`src/hdl/pprgb_pkg.sv`:
```
// Package for the packed pixel to RGB888 converter: beat types, format codes,
// conversion coefficients and the clamp helper. No dependencies.
package pprgb_pkg;

  // pixel_format register codes
  localparam logic [1:0] FMT_YUYV   = 2'd0;
  localparam logic [1:0] FMT_UYVY   = 2'd1;
  localparam logic [1:0] FMT_RGB565 = 2'd2;
  localparam logic [1:0] FMT_RSVD   = 2'd3;

  // YUV to RGB coefficients, 8 fractional bits
  localparam logic signed [17:0] COEF_RV = 18'sd359;
  localparam logic signed [17:0] COEF_GU = 18'sd88;
  localparam logic signed [17:0] COEF_GV = 18'sd183;
  localparam logic signed [17:0] COEF_BU = 18'sd454;

  // RGB565 red field mask
  localparam logic [7:0] MASK_R565 = 8'd248;

  typedef struct packed {
    logic [7:0] byte_zero;
    logic [7:0] byte_one;
    logic [7:0] byte_two;
    logic [7:0] byte_three;
  } in_beat_t;

  typedef struct packed {
    logic [7:0] red;
    logic [7:0] green;
    logic [7:0] blue;
    logic       last_of_pair;
  } out_beat_t;

  // Floor-shift a sum by 8 and clamp to 0..255
  function automatic logic [7:0] clamp_shift8(input logic signed [18:0] s);
    logic signed [10:0] q;
    logic [7:0]         res;
    q = s[18:8];
    if (q < 11'sd0) begin
      res = 8'd0;
    end else if (q > 11'sd255) begin
      res = 8'd255;
    end else begin
      res = q[7:0];
    end
    return res;
  endfunction

endpackage

```
`src/hdl/packed_pixel_to_rgb_converter_top.sv`:
```
// Top level of the packed pixel to RGB888 converter: group register, pixel
// issue and a three-stage conversion pipeline. Depends on pprgb_pkg.

// Takes one 4-byte packed group per input beat (YUYV, UYVY or little-endian
// RGB565, chosen by the pixel_format register) and delivers two RGB888 pixels,
// one per output beat, first pixel with last_of_pair low. The output channel
// moves one pixel per cycle while out_ready is high; a new group is taken as
// the previous group issues its second pixel into the first pipeline stage.
// Groups accepted while pixel_format holds the unused code 3 are dropped and
// produce no output. pixel_format may only be written while the block is idle.
module packed_pixel_to_rgb_converter_top
  import pprgb_pkg::*;
(
  input  logic       clk,
  input  logic       rst_n,
  input  logic       cfg_valid,
  output logic       cfg_ready,
  input  logic [1:0] cfg_data,
  input  logic       in_valid,
  output logic       in_ready,
  input  in_beat_t   in_data,
  output logic       out_valid,
  input  logic       out_ready,
  output out_beat_t  out_data
);

  // one pixel's operands after issue
  typedef struct packed {
    logic       is_rgb;
    logic [7:0] y_lo;
    logic [7:0] u_hi;
    logic [7:0] v;
    logic       last;
  } pix_t;

  // products or expanded RGB565 channels
  typedef struct packed {
    logic                is_rgb;
    logic [7:0]          y;
    logic signed [17:0]  rp;
    logic signed [17:0]  gp;
    logic signed [17:0]  bp;
    logic [7:0]          r565;
    logic [7:0]          g565;
    logic [7:0]          b565;
    logic                last;
  } prod_t;

  logic [1:0] fmt_r;
  in_beat_t   grp_r;
  logic [1:0] grp_fmt_r;
  logic       grp_vld_r;
  logic       sel_r;
  pix_t       s1_r, s1_nxt;
  logic       s1_vld_r;
  prod_t      s2_r, s2_nxt;
  logic       s2_vld_r;
  out_beat_t  s3_r, s3_nxt;
  logic       s3_vld_r;
  logic       ld1, ld2, ld3;
  logic       in_acc;

  // stage load enables, a bubble in front lets a stage load
  assign ld3 = !s3_vld_r || out_ready;
  assign ld2 = !s2_vld_r || ld3;
  assign ld1 = !s1_vld_r || ld2;

  assign cfg_ready = 1'b1;
  assign in_ready  = !grp_vld_r || (ld1 && sel_r);
  assign in_acc    = in_valid && in_ready;
  assign out_valid = s3_vld_r;
  assign out_data  = s3_r;

  // hold the format register
  always_ff @(posedge clk) begin
    if (!rst_n) begin
      fmt_r <= FMT_YUYV;
    end else if (cfg_valid) begin
      fmt_r <= cfg_data;
    end
  end

  // hold the group, issue its two pixels
  always_ff @(posedge clk) begin
    if (!rst_n) begin
      grp_vld_r <= 1'b0;
      sel_r     <= 1'b0;
    end else if (in_acc) begin
      grp_vld_r <= (fmt_r != FMT_RSVD);
      sel_r     <= 1'b0;
    end else if (grp_vld_r && ld1) begin
      grp_vld_r <= !sel_r;
      sel_r     <= !sel_r;
    end
  end

  always_ff @(posedge clk) begin
    if (in_acc) begin
      grp_r     <= in_data;
      grp_fmt_r <= fmt_r;
    end
  end

  // pick the bytes of the current pixel
  always_comb begin
    s1_nxt.is_rgb = (grp_fmt_r == FMT_RGB565);
    s1_nxt.last   = sel_r;
    case (grp_fmt_r)
      FMT_UYVY: begin
        s1_nxt.y_lo = sel_r ? grp_r.byte_three : grp_r.byte_one;
        s1_nxt.u_hi = grp_r.byte_zero;
        s1_nxt.v    = grp_r.byte_two;
      end
      FMT_RGB565: begin
        s1_nxt.y_lo = sel_r ? grp_r.byte_two : grp_r.byte_zero;
        s1_nxt.u_hi = sel_r ? grp_r.byte_three : grp_r.byte_one;
        s1_nxt.v    = 8'd0;
      end
      default: begin
        s1_nxt.y_lo = sel_r ? grp_r.byte_two : grp_r.byte_zero;
        s1_nxt.u_hi = grp_r.byte_one;
        s1_nxt.v    = grp_r.byte_three;
      end
    endcase
  end

  // form chroma products and RGB565 channels
  always_comb begin
    logic signed [17:0] u_w;
    logic signed [17:0] v_w;
    u_w = 18'($signed({~s1_r.u_hi[7], s1_r.u_hi[6:0]}));
    v_w = 18'($signed({~s1_r.v[7], s1_r.v[6:0]}));
    s2_nxt.is_rgb = s1_r.is_rgb;
    s2_nxt.y      = s1_r.y_lo;
    s2_nxt.rp     = v_w * COEF_RV;
    s2_nxt.gp     = -(u_w * COEF_GU) - (v_w * COEF_GV);
    s2_nxt.bp     = u_w * COEF_BU;
    s2_nxt.r565   = s1_r.u_hi & MASK_R565;
    s2_nxt.g565   = {s1_r.u_hi[2:0], s1_r.y_lo[7:5], 2'b00};
    s2_nxt.b565   = {s1_r.y_lo[4:0], 3'b000};
    s2_nxt.last   = s1_r.last;
  end

  // add luma, shift and clamp, or pass the RGB565 channels through
  always_comb begin
    logic signed [18:0] y_w;
    y_w = $signed({3'b000, s2_r.y, 8'h00});
    s3_nxt.last_of_pair = s2_r.last;
    if (s2_r.is_rgb) begin
      s3_nxt.red   = s2_r.r565;
      s3_nxt.green = s2_r.g565;
      s3_nxt.blue  = s2_r.b565;
    end else begin
      s3_nxt.red   = clamp_shift8(y_w + 19'(s2_r.rp));
      s3_nxt.green = clamp_shift8(y_w + 19'(s2_r.gp));
      s3_nxt.blue  = clamp_shift8(y_w + 19'(s2_r.bp));
    end
  end

  // advance valid bits
  always_ff @(posedge clk) begin
    if (!rst_n) begin
      s1_vld_r <= 1'b0;
      s2_vld_r <= 1'b0;
      s3_vld_r <= 1'b0;
    end else begin
      if (ld1) begin
        s1_vld_r <= grp_vld_r;
      end
      if (ld2) begin
        s2_vld_r <= s1_vld_r;
      end
      if (ld3) begin
        s3_vld_r <= s2_vld_r;
      end
    end
  end

  // advance payload
  always_ff @(posedge clk) begin
    if (ld1) begin
      s1_r <= s1_nxt;
    end
    if (ld2) begin
      s2_r <= s2_nxt;
    end
    if (ld3) begin
      s3_r <= s3_nxt;
    end
  end

`ifndef ASSERT_OFF
  // a held group never carries the unused format
  a_grp_fmt: assert property (@(posedge clk) disable iff (!rst_n)
    grp_vld_r |-> (grp_fmt_r != FMT_RSVD))
    else $error("group register holds unused format");

  // the second-pixel flag only stands with a held group
  a_sel_grp: assert property (@(posedge clk) disable iff (!rst_n)
    sel_r |-> grp_vld_r)
    else $error("pixel select set without a group");

  // a new beat never overwrites a group whose pixels are not all issued
  a_no_ovwr: assert property (@(posedge clk) disable iff (!rst_n)
    (in_acc && grp_vld_r) |-> (sel_r && ld1))
    else $error("group overwritten before issue");

  // once the first pixel issues, stage 1 holds it and the second pixel is selected next
  a_pair_issue: assert property (@(posedge clk) disable iff (!rst_n)
    (grp_vld_r && !sel_r && ld1) |=> (s1_vld_r && !s1_r.last && sel_r))
    else $error("first pixel issue out of order");
`endif

endmodule
```
`config.mk`:
```
export PLATFORM = sky130hd
export DESIGN_NAME = packed_pixel_to_rgb_converter_top
export DESIGN_NICKNAME = d
export VERILOG_FILES = /design/src/hdl/pprgb_pkg.sv /design/src/hdl/packed_pixel_to_rgb_converter_top.sv
export SDC_FILE = /design/constraint.sdc
export NUM_CORES = 1
export LEC_CHECK = 0
export BUFFER_PORTS_ARGS = -buffer_cell sky130_fd_sc_hd__buf_2
export CAP_MARGIN = 5
export CORE_MARGIN = 2
export CORE_UTILIZATION = 50
export CTS_CLUSTER_DIAMETER = 80
export CTS_CLUSTER_SIZE = 24
export DETAILED_ROUTE_END_ITERATION = 10
export GPL_ROUTABILITY_DRIVEN = 0
export GPL_TIMING_DRIVEN = 0
export PLACE_DENSITY_LB_ADDON = 0.1
export REMOVE_ABC_BUFFERS = 1
export SLEW_MARGIN = 5
export SYNTH_ARGS = -nofsm -noshare
export SYNTH_HDL_FRONTEND = slang
export SYNTH_SLANG_ARGS = --single-unit
```
`constraint.sdc`:
```
create_clock -name clk -period 7 [get_ports clk]
set_clock_uncertainty 0.1 [all_clocks]
set_input_delay 1.4 -clock clk [delete_from_list [all_inputs] [get_ports clk]]
set_output_delay 1.4 -clock clk [all_outputs]
set_load 0.05 [all_outputs]
```
=== Yosys cells after proc, flatten, opt, wreduce, memory -nomap -nowiden ===
Index checks and enable logic that the tools add are counted.
Widths: inputs -> output; s select.

* Register bits: 171
* Output and inout bits: 28

* $add $sub $neg: 5
* $mul: 4
* Order comparisons: 6
* Equal/unequal tests: 3
* Multiplexer cells: 12
* Bitwise logic cells: 3
* Reduce and logical (&&, ||, !) cells: 17

{| class="wikitable"
|+ Operators by type and width
! cell !! count
|-
| $mux 8 || 8
|-
| $add 17x18->19 || 3
|-
| $pmux 24 s2 || 1
|-
| $mul 8x9->17 const B || 2
|-
| $gt 11x9->1 const B || 3
|-
| $lt 11x1->1 const B || 3
|-
| $mux 24 || 1
|-
| $mul 8x10->18 const B || 1
|-
| $neg 16->18 || 1
|-
| $sub 18x17->18 || 1
|-
| $mul 8x5->13 const B || 1
|-
| $reduce_or 2->1 || 4
|-
| $logic_not 1->1 || 5
|-
| $logic_or 1x1->1 || 4
|-
| $logic_and 1x1->1 || 3
|-
| $not 1->1 || 3
|-
| $eq 2x1->1 const B || 1
|-
| $eq 2x2->1 const B || 1
|-
| $mux 1 || 2
|-
| $ne 2x2->1 const B || 1
|-
| $reduce_bool 2->1 || 1
|}

=== Depth between registers and ports, before layout ===
* Word-level depth: 8
* Gate-level depth with buffers: 24

=== Least setup slack after synthesis ===
OpenSTA, ideal clock, no wires.

* Path type: reg-to-reg
* From: register s1_r[10] (netlist bit)
* To: register s2_r[60] (netlist bit), data pin
* Library setup time: 0.261 ns
* Arrival: 6.221 ns
* Data required time: 6.639 ns
* Path slack: 0.419 ns
* Stages on the path, launching flop included: 23
* Path buffers: 0
* Cells stage by stage: edfxtp_1 ha_1 fa_1 ha_1 a21o_1 a21oi_1 nand2b_1 nand2b_1 a21oi_1 xnor2_1 fa_1 fa_1 inv_1 fa_1 inv_1 fa_1 inv_1 ha_1 and3_1 and3_1 a221o_1 or4b_1 o311a_1

{| class="wikitable"
|+ RTL lines
! element !! RTL line !! text
|-
| start: declaration || packed_pixel_to_rgb_converter_top.sv:54 || <nowiki>pix_t s1_r, s1_nxt;</nowiki>
|-
| start signal: assignment || packed_pixel_to_rgb_converter_top.sv:182 || <nowiki>s1_r <= s1_nxt;</nowiki>
|-
| end signal: assignment || packed_pixel_to_rgb_converter_top.sv:185 || <nowiki>s2_r <= s2_nxt;</nowiki>
|-
| end: declaration || packed_pixel_to_rgb_converter_top.sv:56 || <nowiki>prod_t s2_r, s2_nxt;</nowiki>
|}

==> results by group <==
Global route
  • First-pass GRT wire length: 36.0 mm
  • Vias in the first global route: 7356
  • GRT Total Usage: 18.9%
  • Largest net degree at the start of global routing: 41
  • Antenna violations before repair: 0
  • Grt ovf: 0

Timing
  • Slew margin rel.: 27.9%
  • Final setup viols: 0
  • Final hold viol count: 0
  • Worst slew pin tran: 1.08 ns
  • Slew Limit Fails: 0
  • Setup WS post-layout: 0.296 ns
  • F_max: 0.149 GHz
  • Post-layout min period: 6.70 ns
  • Final period utilization: 95.8%

Critical path
  • CP max FO: 4
  • Setup crit end kind: register
  • Kind of critical path: register to register
  • Nature of the critical path startpoint: register
  • Worst Path Arrival: 6.78 ns
  • Critical Path RT: 7.07 ns

Final layout
  • Diode count: 0
  • Area Overhead vs Synth: 12.3%
  • Final Non-Filler Cells: 1426
  • Fillers: 1961
  • Layout cells sized above 1: 12.4%
  • Final core occ: 57.0%
  • Final net count: 1420

Placement
  • Place WS: -0.00409 ns
  • Placed Cells: 1380
  • Buffers on Ports: 65
  • DP Wirelength: 16.9 mm

Floorplan
  • Cell Rows: 55
  • I/O pin cnt: 67
  • Die area: 24100 um^2
  • Height of the die: 155 um
  • Initial Util: 50.7%
  • Core footprint: 22600 um^2
  • Die width: 155 um

Route
  • WL final: 21.3 mm
  • Met3 wire len: 617 um
  • Via Count: 7456
  • DRT Pass-1 Iters: 4
  • Top sig layer: met4
  • Post-route ant nets: 0
  • Vias per cell: 5.23
  • DR iter-0 viols: 350
  • Wire length on met1: 10.5 mm
  • Met2 routed WL: 9.77 mm
  • DRC violations left: 0
  • Per-cell routed wire length: 15.0 um

Logic synthesis
  • Seq/Total Area, Yosys: 36.1%
  • Async S/R FF share, synth: 0%
  • Avg Inst Size Synth: 11.0 um^2
  • Library cells used by synthesis: 69
  • Top_reg_cell synth: edfxtp_1
  • Synthesized area: 11500 um^2
  • Synth Instances: 1040
  • #FFs+latches synth: 140
  • Post-synth EDFFs: 133
  • Synth warn: 0

Outcome
  • Status: complete, no violations

Clock tree
  • Clock root buffer: clkbuf_16
  • Cts hold-fix bufs: 0
  • Clock latency on the worst-skew pair: 0.43 ns
  • CTS buffer count: 17
  • Sink Count: 140
  • Clock tree from TritonCTS: done
  • H-tree Lvls: 4
  • Clk slew on worst S/H paths: 0.07 ns
  • Clock Tree Buf Depth: 2

Job
  • Max cap viols: 0

Worst hold path
  • Worst Hold Class: register to register
## worst paths after layout
check	depth (start not counted)	slack, ns	startpoint	to
max	21	0.30	s1_r[10]	s2_r[60]
min	0	0.32	s1_r[0]	s2_r[0]
max reg2reg	21	0.30	s1_r[10]	s2_r[60]
min reg2reg	0	0.32	s1_r[0]	s2_r[0]
## state kept, by name, summed over array words and instances, names as in the netlist
| signal | flops |
|---|---|
| grp_vld_r | 1 |
| s1_r | 26 |
| s1_vld_r | 1 |
| out_data | 25 |
| sel_r | 1 |
| grp_fmt_r | 2 |
| out_valid | 1 |
| s2_vld_r | 1 |
| grp_r | 32 |
| s2_r | 48 |
| fmt_r | 2 |
## layer usage
| layer | track usage, % | vias to the layer above |
|---|---|---|
| li1 | - | 3806 |
| met4 | 6.68 | 0 |
| met5 | 0 | - |
| met2 | 30.4 | 124 |
| met1 | 26.0 | 3499 |
| met3 | 3.09 | 27 |
## area by class of cell
| cell class | instances | area, um^2 | area share [%] |
|---|---|---|---|
| timing repair buffer | 80 | 450 | 3.50 |
| clock inverter | 15 | 189 | 1.47 |
| tap | 285 | 357 | 2.77 |
| clock buffer | 17 | 425 | 3.31 |
| inverter | 186 | 698 | 5.43 |
| multi-input combinational | 703 | 6610 | 51.4 |
| sequential | 140 | 4130 | 32.1 |
## synthesized netlist by cell type (10+ instances only)
cell | instances | share of area [%]
nand3_1 | 10 | 0.44
a21oi_1 | 53 | 2.3
xor2_1 | 15 | 1.1
nand2_1 | 52 | 1.7
nor3_1 | 11 | 0.48
fa_1 | 70 | 12
o21ai_0 | 34 | 1.5
edfxtp_1 | 133 | 35
inv_1 | 186 | 6.1
nor2b_1 | 12 | 0.66
xnor2_1 | 34 | 2.6
a21o_1 | 18 | 1.2
ha_1 | 183 | 20
mux2i_1 | 20 | 1.7
nor2_1 | 44 | 1.4
## worst max-delay path, stage by stage, from the launching register on
cell      delay (ns)
edfxtp_1        0.44
ha_1            0.34
fa_1            0.46
ha_1            0.35
a21o_1          0.19
a21oi_1         0.20
o21bai_1        0.10
xor2_1          0.15
ha_1            0.20
fa_1            0.51
fa_1            0.55
inv_1           0.05
fa_1            0.53
inv_1           0.06
fa_1            0.52
inv_1           0.04
ha_1            0.34
and3_1          0.21
and3_1          0.19
a221o_1         0.32
or4b_1          0.47
o311a_1         0.14
## per-stage QoR
step / instance area (um^2) / setup TNS (ns) / hold slack (ns)
floorplan: 11400 / 0 / 0.300
global placement: 12100 / 0 / 0.305
detailed placement: 12100 / -0.00409 / 0.306
CTS: 12800 / 0 / 0.322
global route: 12900 / -0.00647 / 0.329
finish: 12900 / 0 / 0.323
## cell families (layout without fill, tap and decap cells)
kind of cell | Yosys count | count (layout) | synth area share, %
AOI/OAI and AO/OA | 200 | 200 | 11.6
xor gates and xnor gates | 49 | 49 | 3.75
adders and majority gates | 253 | 253 | 32.2
buffers and inverters | 197 | 298 | 6.50
DFF | 140 | 140 | 36.1
muxes | 28 | 28 | 2.53
other | 1 | 1 | 0.0327
and+or+nand+nor | 172 | 172 | 7.27
## cells in the final DEF, fill, tap and decap left out, types with 11 or more instances in the layout
cell type and n:
mux2i_1 20, clkbuf_16 17, a21o_1 18, xor2_1 15
inv_1 186, nand2_1 51, xnor2_1 33, buf_2 65
nor2_1 44, ha_1 183, fa_1 70, nor3_1 11
edfxtp_1 133, o21ai_0 34, buf_4 14, a21oi_1 51
nor2b_1 11
## repair_timing
item / CTS / global route
gates resized for setup: 0 / 3
pin swaps: 0 / 3
endpoints found under the setup margin: 1 / 2
buffers inserted: 3 / 11
Power is left out: the tool's default activity adds up to more than one toggle a clock period on the data nets, which glitch-free logic cannot reach.
